==> config.mk <==
export PLATFORM = sky130hd
export DESIGN_NAME = escape_sequence_unescaper_top_flat
export DESIGN_NICKNAME = d
export VERILOG_FILES = /design/src/rtl/esu_pkg.sv /design/src/rtl/esu_if.sv /design/src/rtl/esu_front.sv /design/src/rtl/esu_queue.sv /design/src/rtl/esu_back.sv /design/src/rtl/escape_sequence_unescaper_top.sv /design/src/flat_wrapper.sv
export SDC_FILE = /design/constraint.sdc
export NUM_CORES = 1
export LEC_CHECK = 0
export CAP_MARGIN = 0
export CORE_UTILIZATION = 35
export CTS_CLUSTER_SIZE = 8
export DETAILED_ROUTE_END_ITERATION = 16
export DONT_BUFFER_PORTS = 1
export PLACE_DENSITY = 0.46
export SLEW_MARGIN = 20
export SYNTH_ARGS = -nofsm -noshare
export SYNTH_HDL_FRONTEND = slang
export SYNTH_SLANG_ARGS = --single-unit
==> constraint.sdc <==
create_clock -name clk -period 7.4 [get_ports clk]
set_input_delay 0 -clock clk [delete_from_list [all_inputs] [get_ports clk]]
set_output_delay 0 -clock clk [all_outputs]
set_load 0.05 [all_outputs]
==> src/rtl/esu_pkg.sv <==
`timescale 1ns / 1ps
// ----------------------------------------------------------------------------
// Escape sequence unescaper package
// Shared result codes, the run descriptor passed from the decoder to the
// emitter, and the escape and UTF-8 encoding functions.
// ----------------------------------------------------------------------------
package esu_pkg;

  // Result kinds carried on the output channel.
  localparam logic [1:0] KIND_DATA        = 2'd0;
  localparam logic [1:0] KIND_DONE        = 2'd1;
  localparam logic [1:0] KIND_BAD_ESCAPE  = 2'd2;
  localparam logic [1:0] KIND_BAD_UNICODE = 2'd3;

  // Default depth of the run queue between the decoder and the emitter.
  localparam int QUEUE_DEPTH_DEF = 4;

  // Up to four data bytes, first byte in slot 0.
  typedef struct packed {
    logic             ok;
    logic [2:0]       cnt;
    logic [3:0][7:0]  data;
  } esu_bytes_t;

  // Everything one input word produces: data bytes, then an optional
  // status result (done or an error).
  typedef struct packed {
    logic [2:0]       data_cnt;
    logic [3:0][7:0]  data;
    logic             has_tail;
    logic [1:0]       tail_kind;
  } esu_run_t;

  // Hex digit value; bit 4 is set when the character is a hex digit.
  function automatic logic [4:0] hex_value(input logic [7:0] c);
    logic [4:0] r;
    r = 5'd0;
    if (c >= 8'h30 && c <= 8'h39) begin
      r = {1'b1, c[3:0]};
    end else if ((c >= 8'h61 && c <= 8'h66) || (c >= 8'h41 && c <= 8'h46)) begin
      r = {1'b1, c[3:0] + 4'd9};
    end
    return r;
  endfunction

  // Single-character escapes. ok is clear for an unknown escape; the hex
  // escapes are handled by the caller.
  function automatic esu_bytes_t escape_map(input logic [7:0] c);
    esu_bytes_t r;
    r = '0;
    r.ok  = 1'b1;
    r.cnt = 3'd1;
    case (c)
      8'h22, 8'h27, 8'h2F, 8'h20, 8'h5C: r.data[0] = c;
      8'h30: r.data[0] = 8'h00;
      8'h61: r.data[0] = 8'h07;
      8'h62: r.data[0] = 8'h08;
      8'h74: r.data[0] = 8'h09;
      8'h6E: r.data[0] = 8'h0A;
      8'h76: r.data[0] = 8'h0B;
      8'h72: r.data[0] = 8'h0D;
      8'h65: r.data[0] = 8'h1B;
      8'h5F: begin
        r.cnt = 3'd2; r.data[0] = 8'hC2; r.data[1] = 8'hA0;
      end
      8'h4E: begin
        r.cnt = 3'd2; r.data[0] = 8'hC2; r.data[1] = 8'h85;
      end
      8'h4C: begin
        r.cnt = 3'd3; r.data[0] = 8'hE2; r.data[1] = 8'h80; r.data[2] = 8'hA8;
      end
      8'h50: begin
        r.cnt = 3'd3; r.data[0] = 8'hE2; r.data[1] = 8'h80; r.data[2] = 8'hA9;
      end
      default: begin
        r.ok  = 1'b0;
        r.cnt = 3'd0;
      end
    endcase
    return r;
  endfunction

  // UTF-8 encoding of a code point. ok is clear for surrogates, the two
  // noncharacters FFFE and FFFF, and anything beyond the Unicode range.
  function automatic esu_bytes_t utf8_encode(input logic [31:0] cp);
    esu_bytes_t r;
    r = '0;
    r.ok = 1'b1;
    if ((cp >= 32'h0000_D800 && cp <= 32'h0000_DFFF) ||
        cp == 32'h0000_FFFE || cp == 32'h0000_FFFF || cp >= 32'h0011_0000) begin
      r.ok = 1'b0;
    end else if (cp < 32'h0000_0080) begin
      r.cnt = 3'd1;
      r.data[0] = cp[7:0];
    end else if (cp < 32'h0000_0800) begin
      r.cnt = 3'd2;
      r.data[0] = {3'b110, cp[10:6]};
      r.data[1] = {2'b10, cp[5:0]};
    end else if (cp < 32'h0001_0000) begin
      r.cnt = 3'd3;
      r.data[0] = {4'b1110, cp[15:12]};
      r.data[1] = {2'b10, cp[11:6]};
      r.data[2] = {2'b10, cp[5:0]};
    end else begin
      r.cnt = 3'd4;
      r.data[0] = {5'b11110, cp[20:18]};
      r.data[1] = {2'b10, cp[17:12]};
      r.data[2] = {2'b10, cp[11:6]};
      r.data[3] = {2'b10, cp[5:0]};
    end
    return r;
  endfunction

endpackage

==> src/rtl/esu_if.sv <==
`timescale 1ns / 1ps
// ----------------------------------------------------------------------------
// Escape sequence unescaper channels
// Valid/ready channels for raw lexeme bytes and for unescaped results.
// ----------------------------------------------------------------------------
interface esu_in_if;
  logic       valid;
  logic       ready;
  logic [7:0] in_byte;
  logic       end_of_lexeme;

  modport source (output valid, in_byte, end_of_lexeme, input ready);
  modport sink   (input valid, in_byte, end_of_lexeme, output ready);
endinterface

interface esu_out_if;
  logic       valid;
  logic       ready;
  logic [7:0] out_byte;
  logic [1:0] kind;
  logic       last_of_run;

  modport source (output valid, out_byte, kind, last_of_run, input ready);
  modport sink   (input valid, out_byte, kind, last_of_run, output ready);
endinterface

==> src/rtl/esu_front.sv <==
`timescale 1ns / 1ps
// ----------------------------------------------------------------------------
// Escape sequence decoder
// Accepts one lexeme word per cycle while the queue has room, tracks the
// escape state and turns each word into a run descriptor for the emitter.
// ----------------------------------------------------------------------------
module esu_front (
  input  logic               clk,
  input  logic               rst_n,
  esu_in_if.sink             in_ch,
  input  logic               q_full,
  output logic               push,
  output esu_pkg::esu_run_t  run
);

  localparam logic [1:0] MODE_NORMAL  = 2'd0;
  localparam logic [1:0] MODE_ESCAPE  = 2'd1;
  localparam logic [1:0] MODE_HEX     = 2'd2;
  localparam logic [1:0] MODE_DISCARD = 2'd3;

  localparam logic [7:0] CH_BSLASH = 8'h5C;
  localparam logic [7:0] CH_X      = 8'h78;
  localparam logic [7:0] CH_U_LOW  = 8'h75;
  localparam logic [7:0] CH_U_UP   = 8'h55;

  logic [1:0]  mode_r, mode_nxt;
  logic [3:0]  hex_left_r, hex_left_nxt;
  logic [31:0] acc_r, acc_nxt;

  logic                 fire;
  logic [7:0]           c;
  logic                 last;
  logic                 err;
  logic [1:0]           err_kind;
  logic [4:0]           hv;
  logic [3:0]           hl_dec;
  esu_pkg::esu_bytes_t  esc;
  esu_pkg::esu_bytes_t  enc;

  assign in_ch.ready = !q_full;
  assign fire        = in_ch.valid && in_ch.ready;
  assign c           = in_ch.in_byte;
  assign last        = in_ch.end_of_lexeme;
  assign hv          = esu_pkg::hex_value(c);
  assign hl_dec      = hex_left_r - 4'd1;
  assign esc         = esu_pkg::escape_map(c);
  assign enc         = esu_pkg::utf8_encode({acc_r[27:0], hv[3:0]});

  always_comb begin
    mode_nxt     = mode_r;
    hex_left_nxt = hex_left_r;
    acc_nxt      = acc_r;
    run          = '0;
    err          = 1'b0;
    err_kind     = esu_pkg::KIND_BAD_ESCAPE;
    case (mode_r)
      MODE_NORMAL: begin
        if (c == CH_BSLASH) begin
          if (last) begin
            err = 1'b1;
          end else begin
            mode_nxt = MODE_ESCAPE;
          end
        end else begin
          run.data_cnt = 3'd1;
          run.data[0]  = c;
        end
      end
      MODE_ESCAPE: begin
        mode_nxt = MODE_NORMAL;
        if (c == CH_X || c == CH_U_LOW || c == CH_U_UP) begin
          hex_left_nxt = (c == CH_X) ? 4'd2 : (c == CH_U_LOW) ? 4'd4 : 4'd8;
          acc_nxt      = '0;
          if (last) begin
            err = 1'b1;
          end else begin
            mode_nxt = MODE_HEX;
          end
        end else if (esc.ok) begin
          run.data_cnt = esc.cnt;
          run.data     = esc.data;
        end else begin
          err = 1'b1;
        end
      end
      MODE_HEX: begin
        if (!hv[4]) begin
          err = 1'b1;
        end else begin
          acc_nxt      = {acc_r[27:0], hv[3:0]};
          hex_left_nxt = hl_dec;
          if (hl_dec != 4'd0) begin
            err = last;
          end else begin
            mode_nxt = MODE_NORMAL;
            if (enc.ok) begin
              run.data_cnt = enc.cnt;
              run.data     = enc.data;
            end else begin
              err      = 1'b1;
              err_kind = esu_pkg::KIND_BAD_UNICODE;
            end
          end
        end
      end
      default: begin
        if (last) begin
          mode_nxt = MODE_NORMAL;
        end
      end
    endcase

    if (mode_r != MODE_DISCARD) begin
      if (err) begin
        run.data_cnt  = 3'd0;
        run.has_tail  = 1'b1;
        run.tail_kind = err_kind;
        mode_nxt      = last ? MODE_NORMAL : MODE_DISCARD;
        hex_left_nxt  = 4'd0;
      end else if (last) begin
        run.has_tail  = 1'b1;
        run.tail_kind = esu_pkg::KIND_DONE;
        mode_nxt      = MODE_NORMAL;
        hex_left_nxt  = 4'd0;
      end
    end
  end

  assign push = fire && (run.data_cnt != 3'd0 || run.has_tail);

  always_ff @(posedge clk) begin
    if (!rst_n) begin
      mode_r     <= MODE_NORMAL;
      hex_left_r <= 4'd0;
      acc_r      <= '0;
    end else if (fire) begin
      mode_r     <= mode_nxt;
      hex_left_r <= hex_left_nxt;
      acc_r      <= acc_nxt;
    end
  end

  // An error result always stands alone.
  a_err_alone: assert property (@(posedge clk) disable iff (!rst_n)
    push && run.has_tail && run.tail_kind != esu_pkg::KIND_DONE |-> run.data_cnt == 3'd0)
    else $error("error run carries data bytes");

endmodule

==> src/rtl/esu_queue.sv <==
`timescale 1ns / 1ps
// ----------------------------------------------------------------------------
// Run queue
// Short first-in first-out buffer of run descriptors between the decoder
// and the emitter.
// ----------------------------------------------------------------------------
module esu_queue #(
  parameter int DEPTH = esu_pkg::QUEUE_DEPTH_DEF
) (
  input  logic               clk,
  input  logic               rst_n,
  input  logic               push,
  input  esu_pkg::esu_run_t  wr_run,
  input  logic               pop,
  output esu_pkg::esu_run_t  rd_run,
  output logic               full,
  output logic               empty
);

  localparam int PW = (DEPTH > 1) ? $clog2(DEPTH) : 1;
  localparam int CW = $clog2(DEPTH + 1);

  esu_pkg::esu_run_t slots_r [DEPTH];
  logic [PW-1:0] wr_ptr_r, rd_ptr_r;
  logic [CW-1:0] count_r;

  assign full   = (count_r == CW'(DEPTH));
  assign empty  = (count_r == '0);
  assign rd_run = slots_r[rd_ptr_r];

  always_ff @(posedge clk) begin
    if (push) begin
      slots_r[wr_ptr_r] <= wr_run;
    end
  end

  always_ff @(posedge clk) begin
    if (!rst_n) begin
      wr_ptr_r <= '0;
      rd_ptr_r <= '0;
      count_r  <= '0;
    end else begin
      if (push) begin
        wr_ptr_r <= (wr_ptr_r == PW'(DEPTH - 1)) ? '0 : wr_ptr_r + PW'(1);
      end
      if (pop) begin
        rd_ptr_r <= (rd_ptr_r == PW'(DEPTH - 1)) ? '0 : rd_ptr_r + PW'(1);
      end
      if (push && !pop) begin
        count_r <= count_r + CW'(1);
      end else if (pop && !push) begin
        count_r <= count_r - CW'(1);
      end
    end
  end

  a_no_overflow: assert property (@(posedge clk) disable iff (!rst_n)
    full |-> !push)
    else $error("push into full run queue");

  a_no_underflow: assert property (@(posedge clk) disable iff (!rst_n)
    empty |-> !pop)
    else $error("pop from empty run queue");

  a_count_grows: assert property (@(posedge clk) disable iff (!rst_n)
    push && !pop |=> count_r == $past(count_r) + CW'(1))
    else $error("run queue count did not follow a push");

endmodule

==> src/rtl/esu_back.sv <==
`timescale 1ns / 1ps
// ----------------------------------------------------------------------------
// Result emitter
// Takes run descriptors from the queue and presents their results one word
// per cycle on the output channel while it is ready.
// ----------------------------------------------------------------------------
module esu_back (
  input  logic               clk,
  input  logic               rst_n,
  input  esu_pkg::esu_run_t  q_run,
  input  logic               q_empty,
  output logic               pop,
  esu_out_if.source          out_ch
);

  esu_pkg::esu_run_t cur_r;
  logic              busy_r;
  logic [2:0]        idx_r;

  logic [2:0] total;
  logic       is_data;
  logic       is_last;
  logic       fire;
  logic       take;

  assign total   = cur_r.data_cnt + {2'b00, cur_r.has_tail};
  assign is_data = (idx_r < cur_r.data_cnt);
  assign is_last = (idx_r == total - 3'd1);
  assign fire    = out_ch.valid && out_ch.ready;
  assign take    = !busy_r || (fire && is_last);
  assign pop     = take && !q_empty;

  assign out_ch.valid       = busy_r;
  assign out_ch.out_byte    = is_data ? cur_r.data[idx_r[1:0]] : 8'h00;
  assign out_ch.kind        = is_data ? esu_pkg::KIND_DATA : cur_r.tail_kind;
  assign out_ch.last_of_run = is_last;

  always_ff @(posedge clk) begin
    if (pop) begin
      cur_r <= q_run;
    end
  end

  always_ff @(posedge clk) begin
    if (!rst_n) begin
      busy_r <= 1'b0;
      idx_r  <= 3'd0;
    end else if (take) begin
      busy_r <= !q_empty;
      idx_r  <= 3'd0;
    end else if (fire) begin
      idx_r  <= idx_r + 3'd1;
    end
  end

  a_stall_holds: assert property (@(posedge clk) disable iff (!rst_n)
    busy_r && !out_ch.ready |=> busy_r && $stable(idx_r))
    else $error("emitter advanced while stalled");

  a_idx_bound: assert property (@(posedge clk) disable iff (!rst_n)
    busy_r |-> idx_r < total)
    else $error("emitter index past end of run");

endmodule

==> src/rtl/escape_sequence_unescaper_top.sv <==
`timescale 1ns / 1ps
// ----------------------------------------------------------------------------
// Escape sequence unescaper
// Decodes double-quoted lexeme escapes into UTF-8 bytes with status results.
// ----------------------------------------------------------------------------
// The block takes one raw lexeme byte per cycle on in_ch and returns the
// unescaped bytes on out_ch, one result word per cycle, followed on the final
// byte of a lexeme by a done word, or by a single error word (bad escape or
// bad code point) after which the rest of that lexeme is dropped. A decoder
// accepts a byte every cycle and UTF-8 encodes a completed hex escape in the
// same cycle; each byte produces zero to five result words. An emitter drains
// them at one word per cycle while out_ch is ready, so a byte that yields k
// results holds the emitter until all k are out, and a queue of QUEUE_DEPTH
// run entries between the two absorbs bursts. Input back-pressure appears
// only when that queue is full, i.e. when the result stream has been stalled
// or has produced more words than bytes over a stretch of time.
// There is no configuration and no clearing pass after reset.
// ----------------------------------------------------------------------------
module escape_sequence_unescaper_top #(
  parameter int QUEUE_DEPTH = esu_pkg::QUEUE_DEPTH_DEF
) (
  input  logic       clk,
  input  logic       rst_n,
  esu_in_if.sink     in_ch,
  esu_out_if.source  out_ch
);

  // Run descriptors from the decoder to the queue and from the queue to
  // the emitter.
  esu_pkg::esu_run_t wr_run;
  esu_pkg::esu_run_t rd_run;
  logic              push;
  logic              pop;
  logic              q_full;
  logic              q_empty;

  // Front end: escape state machine and hex accumulation; ready follows
  // only the queue's fill level.
  esu_front u_front (
    .clk    (clk),
    .rst_n  (rst_n),
    .in_ch  (in_ch),
    .q_full (q_full),
    .push   (push),
    .run    (wr_run)
  );

  // Decoupling queue, one entry per input byte that has results.
  esu_queue #(
    .DEPTH (QUEUE_DEPTH)
  ) u_queue (
    .clk    (clk),
    .rst_n  (rst_n),
    .push   (push),
    .wr_run (wr_run),
    .pop    (pop),
    .rd_run (rd_run),
    .full   (q_full),
    .empty  (q_empty)
  );

  // Back end: serializes each run into result words, marking the last
  // word of every run.
  esu_back u_back (
    .clk     (clk),
    .rst_n   (rst_n),
    .q_run   (rd_run),
    .q_empty (q_empty),
    .pop     (pop),
    .out_ch  (out_ch)
  );

endmodule
==> src/flat_wrapper.sv <==
// flat-port wrapper written by rule: the top's interface ports become plain ports
module escape_sequence_unescaper_top_flat 
#(
  parameter int QUEUE_DEPTH = esu_pkg::QUEUE_DEPTH_DEF
)
  (clk, rst_n, in_ch_valid, in_ch_in_byte, in_ch_end_of_lexeme, in_ch_ready, out_ch_valid, out_ch_out_byte, out_ch_kind, out_ch_last_of_run, out_ch_ready);
  esu_in_if in_ch_i ();
  esu_out_if out_ch_i ();
  input  logic clk;
  input  logic rst_n;
  input wire logic [$bits(in_ch_i.valid)-1:0] in_ch_valid;
  input wire logic [$bits(in_ch_i.in_byte)-1:0] in_ch_in_byte;
  input wire logic [$bits(in_ch_i.end_of_lexeme)-1:0] in_ch_end_of_lexeme;
  output wire logic [$bits(in_ch_i.ready)-1:0] in_ch_ready;
  output wire logic [$bits(out_ch_i.valid)-1:0] out_ch_valid;
  output wire logic [$bits(out_ch_i.out_byte)-1:0] out_ch_out_byte;
  output wire logic [$bits(out_ch_i.kind)-1:0] out_ch_kind;
  output wire logic [$bits(out_ch_i.last_of_run)-1:0] out_ch_last_of_run;
  input wire logic [$bits(out_ch_i.ready)-1:0] out_ch_ready;
  assign in_ch_i.valid = in_ch_valid;
  assign in_ch_i.in_byte = in_ch_in_byte;
  assign in_ch_i.end_of_lexeme = in_ch_end_of_lexeme;
  assign in_ch_ready = in_ch_i.ready;
  assign out_ch_valid = out_ch_i.valid;
  assign out_ch_out_byte = out_ch_i.out_byte;
  assign out_ch_kind = out_ch_i.kind;
  assign out_ch_last_of_run = out_ch_i.last_of_run;
  assign out_ch_i.ready = out_ch_ready;
  escape_sequence_unescaper_top #(.QUEUE_DEPTH(QUEUE_DEPTH)) u_core (.clk(clk), .rst_n(rst_n), .in_ch(in_ch_i), .out_ch(out_ch_i));
endmodule
After elaboration in Yosys (flattened, before gate mapping)
Memories as Yosys holds them, arrays and structs flattened. A register that Yosys moved wholly into a read port is not among the register bits.
Index checks and enable logic that the tools add are counted.
{ "classes": {"addsub": 9, "order_cmp": 14, "n_eq_ne": 31, "mux": 79, "bitwise_logic": 1, "reduce_logical": 37} }
{ "ops": {"columns": ["op", "n"], "rows": [
  ["two-way mux 35 bit", 5],
  ["== test 8 x 7 -> 1 bit (second input constant)", 15],
  ["two-way mux 24 bit", 4],
  ["one-hot mux 8 bit (10 select lines)", 1],
  ["== test 32 x 16 -> 1 bit (second input constant)", 2],
  ["two-way mux 28 bit", 2],
  ["one-hot mux 28 bit (2 select lines)", 1],
  ["one-hot mux 24 bit (2 select lines)", 1],
  ["one-hot mux 8 bit (3 select lines)", 2],
  ["== test 8 x 6 -> 1 bit (second input constant)", 5],
  ["two-way mux 8 bit", 5],
  ["two-way mux 2 bit", 17],
  ["greater-or-equal comparator 32 x 16 -> 1 bit (second input constant)", 1],
  ["greater-or-equal comparator 32 x 21 -> 1 bit (second input constant)", 1],
  ["less-or-equal comparator 32 x 16 -> 1 bit (second input constant)", 1],
  ["< comparator 32 x 12 -> 1 bit (second input constant)", 1],
  ["< comparator 32 x 17 -> 1 bit (second input constant)", 1],
  ["< comparator 32 x 8 -> 1 bit (second input constant)", 1],
  ["two-way mux 16 bit", 2],
  ["two-way mux 3 bit", 10],
  ["two-way mux 4 bit", 7],
  ["two-way mux 22 bit", 1],
  ["OR reduction 17 bit", 1],
  ["binary-select mux 8 bit (select 2 bit)", 1],
  ["other kinds (37)", 83]
]} }
{ "word_totals": {"regBits": 45, "ramBits": 152, "in_bits": 13, "elab_cells": 180, "n_memories": 1} }
{ "mem_list": {"columns": ["memory", "words", "word_bits", "read_ports", "rd_clocked_by_memory_dff", "wr", "line_no", "rtl"], "rows": [
  ["u_core.u_queue.slots_r", 4, 38, 1, 1, 1, "esu_queue.sv:23", "esu_pkg::esu_run_t slots_r [DEPTH];"]
]} }

Logic depth before layout (Yosys ltp)
{ "logic_depth": {"depth_word": 26, "depth_mapped": 16, "depth_no_buf": 15} }

By module
From an unflattened synthesis, not the netlist that was laid out.
{ "hier_totals": {"cells_unflattened": 831, "hier_area_um2": 11119.4} }
{ "modules_own_cells": {"columns": ["module", "instances", "cells_per_inst", "area_per_inst_um2"], "rows": [
  ["esu_queue", 1, 242, 5955.7],
  ["esu_front", 1, 496, 3430.8],
  ["esu_back", 1, 93, 1732.9]
]} }

Worst setup path after synthesis
No wires, ideal clock.
{ "synth_path": {"path_type": "reg-to-reg", "from": "register, netlist name u_core.u_back.cur_r[2]", "to": "register u_core.u_queue.count_r[2]", "setup_ns": 0.076, "arrival_ns": 5.344, "t_required_ns": 7.324, "path_slack_ns": 1.980, "stages_incl_launch_ff": 15, "path_buffers": 0, "path_cell_list": "edfxtp_1 > inv_1 > ha_1 > ha_1 > xnor2_1 > nor3_1 > a21boi_0 > nor2_1 > inv_1 > ha_1 > inv_1 > fa_1 > xor2_1 > or3_1 > a21boi_0"} }
{ "synth_between": {"elab_chain_len": 9, "elab_cells_between_ends": 11, "classes_between": "add/sub: 2; eq/ne: 1; mux: 1; reduce/logical: 7"} }
{ "synth_lines": {"columns": ["element", "line_no", "rtl"], "rows": [
  ["adder 3 x 1 -> 3 bit (*)", "esu_back.sv:26", "assign total = cur_r.data_cnt + {2'b00, cur_r.has_tail};"],
  ["subtractor 3 x 1 -> 3 bit (*)", "esu_back.sv:28", "assign is_last = (idx_r == total - 3'd1);"],
  ["== test 3 bit (*)", "esu_back.sv:28", null],
  ["named net out_ch_last_of_run", "flat_wrapper.sv:18", "output wire logic [$bits(out_ch_i.last_of_run)-1:0] out_ch_last_of_run;"],
  ["logical AND 1 bit (*)", "esu_back.sv:30", "assign take = !busy_r || (fire && is_last);"],
  ["logical OR 1 bit (*)", "esu_back.sv:30", null],
  ["logical AND 1 bit (*)", "esu_back.sv:31", "assign pop = take && !q_empty;"],
  ["named net u_core.pop", "escape_sequence_unescaper_top.sv:33", "logic pop;"],
  ["logical NOT 1 bit", "esu_queue.sv:49", "if (push && !pop) begin"],
  ["logical AND 1 bit", "esu_queue.sv:49", null],
  ["two-way mux 3 bit or nonzero test 2 bit (tied branches)", null, null],
  ["end signal: assignment", "esu_queue.sv:50", "count_r <= count_r + CW'(1);"],
  ["end signal: assignment", "esu_queue.sv:52", "count_r <= count_r - CW'(1);"],
  ["end: declaration", "esu_queue.sv:25", "logic [CW-1:0] count_r;"]
]} }
Mark *: on every way through the listed nets, which the timed path passes. The rest lies on a longest branch.
A chain may end at the register's enable or synchronous reset.

Worst setup path in the final report
{ "layout_path": {"from": "register u_core.u_back.idx_r[0]", "to": "register u_core.u_queue.count_r[2]"} }
{ "layout_between": {"elab_chain_len": 7, "elab_cells_between_ends": 9, "classes_between": "eq/ne: 1; mux: 1; reduce/logical: 7"} }
{ "layout_lines": {"columns": ["element", "line_no", "rtl"], "rows": [
  ["start: declaration", "esu_back.sv:18", "logic [2:0] idx_r;"],
  ["start signal: assignment", "esu_back.sv:52", "idx_r <= idx_r + 3'd1;"],
  ["== test 3 bit (*)", "esu_back.sv:28", null],
  ["named net out_ch_last_of_run", "flat_wrapper.sv:18", null],
  ["logical AND 1 bit (*)", "esu_back.sv:30", null],
  ["logical OR 1 bit (*)", "esu_back.sv:30", null],
  ["logical AND 1 bit (*)", "esu_back.sv:31", null],
  ["named net u_core.pop", "escape_sequence_unescaper_top.sv:33", null],
  ["logical NOT 1 bit", "esu_queue.sv:49", null],
  ["logical AND 1 bit", "esu_queue.sv:49", null],
  ["two-way mux 3 bit or nonzero test 2 bit (tied branches)", null, null]
]} }
Marked as above.

==> out/qor.txt <==
status: finished clean
reg2reg path depth: 12
TNS Setup: 0 ns
Internal Power: 2.810 mW
TritonCTS Sinks: 220
Multi-input gate area: 3931 um^2
Final period util: 0.5539
CTS clk-pin slew, worst paths: 0.05 ns
Final Util: 0.4075
critical path class: reg -> reg
core footprint: 29010 um^2
Slew HR: 0.2951
Final ANT Viol Nets: 0
Root Driver: clkbuf_16
share of layout cells above drive strength 1: 0.1533
DRC Markers: 0
Crit. Startpoint: u_core.u_back.idx_r[0]
TritonCTS clock tree: yes
Register Area: 6157 um^2
delay of the slowest cell on the worst path: 0.82 ns
post-cts gate resize count: 0
I/O pins: 26
post-synthesis async set-or-reset flop share: 0
combinational share of power: 0.247
Final Wtd Congestion: 0.8812
largest net degree at the start of global routing: 49
number of fill cells in the layout: 2725
total global-route track usage: 0.1728
crit-path cells: xnor2_1 -> nor3_2 -> a21boi_0 -> nor2_4 -> buf_4 -> inv_1 -> ha_1 -> inv_1 -> fa_1 -> xor2_1 -> or3_1 -> a21boi_0
Clock Skew: 0.01585 ns
CTS HTree Levels: 1
routed wire length per instance: 21.29 um
DP Wirelength: 17040 um
share of the synthesized area in the top cell type: 0.5026
clk_lat worst skew: 0.54 ns
Worst Path Required: 7.86 ns
pins over their slew limit: 0
vias in the first global route: 6935
Syn Inst Count: 795
Max IR drop VDD: 0.0001761 V
gr ovfl total: 0
initial antenna violation count: 0
Final Setup Violations: 0
number of synthesis warnings: 0
Post-synth EDFFs: 175
Synth Net Count: 831
Yosys reg bits: 220
critical-path maximum fanout: 37
Routed WL: 25970 um
RSZ-0062 raised after global routing: no
synth unique cells: 87
top post-synthesis cells by area: edfxtp_1 (50%), mux4_2 (9.0%), dfxtp_1 (8.6%), ha_1 (2.6%), nand2_1 (2.5%)
area of the mapped netlist: 10460 um^2
Reg2Reg Capture Point: u_core.u_queue.count_r[2]
Critical Path Sink Type: flip-flop
MaxCap Viol Count: 0
reg-to-reg slack, setup: 3.30 ns
P_leak: 3.876 nW
Reg power frac: 0.428
Die Footprint: 30570 um^2
starting density of the core: 0.3604
slowest cell on the critical path: dfxtp_1
crit path capture: u_core.u_queue.count_r[2]
RR Startpoint: u_core.u_back.idx_r[0]
f_max: 0.2440 GHz
largest area contributor in the netlist: edfxtp_1
Hold Vio Cnt, Final: 0
Synth Flop Type: edfxtp_1
first-pass GRT wire length: 40800 um
Sw Pwr: 1.211 mW
routed vias: 6704
Critical Path AT: 4.55 ns
Detailed Routing Iterations Pass 1: 5
Sw Share: 0.3012
clock share of power: 0.325
P&R area growth vs syn: 13.07%
First DRT Iteration DRCs: 524
CTS Buffer Depth: 3
most frequent cells after synthesis: edfxtp_1 (175), nand2_1 (69), nor2_1 (51)
CTS Buf Count: 31
Nets: 847
total power: 4.022 mW
die width: 174.8 um
Pwr Density: 340.2 nW/um^2
Seq/Total Area, Yosys: 0.5887
PortBufs: 0
Cell Rows: 62
HP Class: in -> reg
Startpoint Class: flip-flop
min cycle time layout: 4.099 ns
Vias/cell: 5.495
most numerous cell in the Yosys netlist: edfxtp_1
Avg Cell Area, Syn: 13.15 um^2
Least-Margin Pin Slew: 1.055 ns
Die H: 174.8 um
==> sequential cells by signal (all words and copies together) (netlist names), 2 cells and up <==
| register | count |
|---|---|
| u_core.u_back.cur_r | 35 |
| u_core.u_queue.rd_ptr_r | 2 |
| u_core.u_queue.slots_r | 140 |
| u_core.u_back.idx_r | 3 |
| u_core.u_queue.wr_ptr_r | 2 |
| u_core.u_queue.count_r | 3 |
| u_core.u_front.acc_r | 28 |
| u_core.u_front.mode_r | 2 |
| u_core.u_front.hex_left_r | 4 |
==> kinds of logic after synthesis <==
kind of cell    Yosys count  synth area share
compound gates          163            0.1104
xor+xnor                 11          0.009214
fa+ha+maj                23           0.02824
buf+inv                  69           0.03817
flops                   220            0.5887
mux                      49           0.09728
simple gates            260            0.1279
==> placed cells by master (no fill, tap or decap), types with 7 or more instances in the layout <==
| master | count |
|---|---|
| nand2_1 | 69 |
| nor2b_1 | 17 |
| clkbuf_16 | 31 |
| nand3_1 | 38 |
| edfxtp_1 | 175 |
| clkbuf_1 | 24 |
| inv_1 | 24 |
| nor2_1 | 50 |
| a21boi_0 | 28 |
| a22oi_1 | 10 |
| buf_4 | 11 |
| ha_1 | 22 |
| xnor2_1 | 7 |
| nor3_1 | 17 |
| dfxtp_1 | 44 |
| and2_1 | 8 |
| nand2b_1 | 8 |
| o21ai_0 | 23 |
| dlygate4sd3_1 | 15 |
| mux4_2 | 42 |
| a21oi_1 | 43 |
==> how the worst min path moves through the flow <==
stage	start	end	slack, ns	cells past startpoint
2_1_floorplan	out_ch_ready	u_core.u_back.idx_r[1]	0.16	2
3_3_place_gp	rst_n	u_core.u_front.hex_left_r[0]	0.12	1
5_1_grt	in_ch_in_byte[1]	u_core.u_queue.slots_r[2][4]	0.04	2
3_5_place_dp	rst_n	u_core.u_front.hex_left_r[0]	0.13	1
4_1_cts	in_ch_in_byte[1]	u_core.u_queue.slots_r[2][4]	0.004	2
6_report	in_ch_in_byte[3]	u_core.u_queue.slots_r[1][6]	0.02	2
==> layout make-up <==
| cell class | instances | area share |
|---|---|---|
| Antenna cell | 1 | 0.0002117 |
| Clock buffer | 55 | 0.07324 |
| Clock inverter | 2 | 0.003281 |
| Inverter | 25 | 0.007937 |
| Multi-Input combinational cell | 506 | 0.3325 |
| Sequential cell | 220 | 0.5208 |
| Tap cell | 384 | 0.04064 |
| Timing Repair Buffer | 27 | 0.02138 |
==> metrics by stage <==
stage / setup slack (ns) / area, um^2 / hold slack (ns) / cells
after CTS: 3.199 / 11820 / 0.004218 / 1219
after global placement: 3.420 / 10750 / 0.1248 / 1146
final: 3.301 / 11820 / 0.02227 / 1220
after floorplan: 1.980 / 10460 / 0.1624 / 795
after global routing: 2.908 / 11820 / 0.03561 / 1219
after detailed placement: 3.217 / 10750 / 0.1255 / 1146
==> timing repair <==
item | in CTS | in global routing
hold endpoints to repair | 81 | 0
buffers inserted | 0 | 0
hold buffers | 16 | 0
==> metal layers <==
metal	wire length, um	share of wire	global-route usage
met5	0	0	0
met4	521	0.020	0.04457
met3	1313	0.051	0.02894
met2	12350	0.48	0.2862
met1	11780	0.45	0.2350
==> worst max-delay path: cells and delay by family, from the launching register on <==
kind	cells	cell delay, ns
AND/OR/NAND/NOR	3	1.24
adder cells (fa/ha/maj)	2	0.42
flip-flops	1	0.82
buffers and inverters	3	0.65
XOR/XNOR	2	0.27
AO/OA/AOI/OAI	2	0.60
==> power by group through the flow <==
stage / Clock [mW] / Sequential, mW / Combinational, mW
2_1_floorplan: 0 / 1.70 / 0.774
3_3_place_gp: 0 / 1.74 / 0.980
3_5_place_dp: 0 / 1.75 / 1.00
4_1_cts: 1.34 / 1.73 / 1.02
5_1_grt: 1.39 / 1.75 / 1.08
6_report: 1.31 / 1.72 / 0.994
No activity file was read; power rests on OpenSTA's default activity.
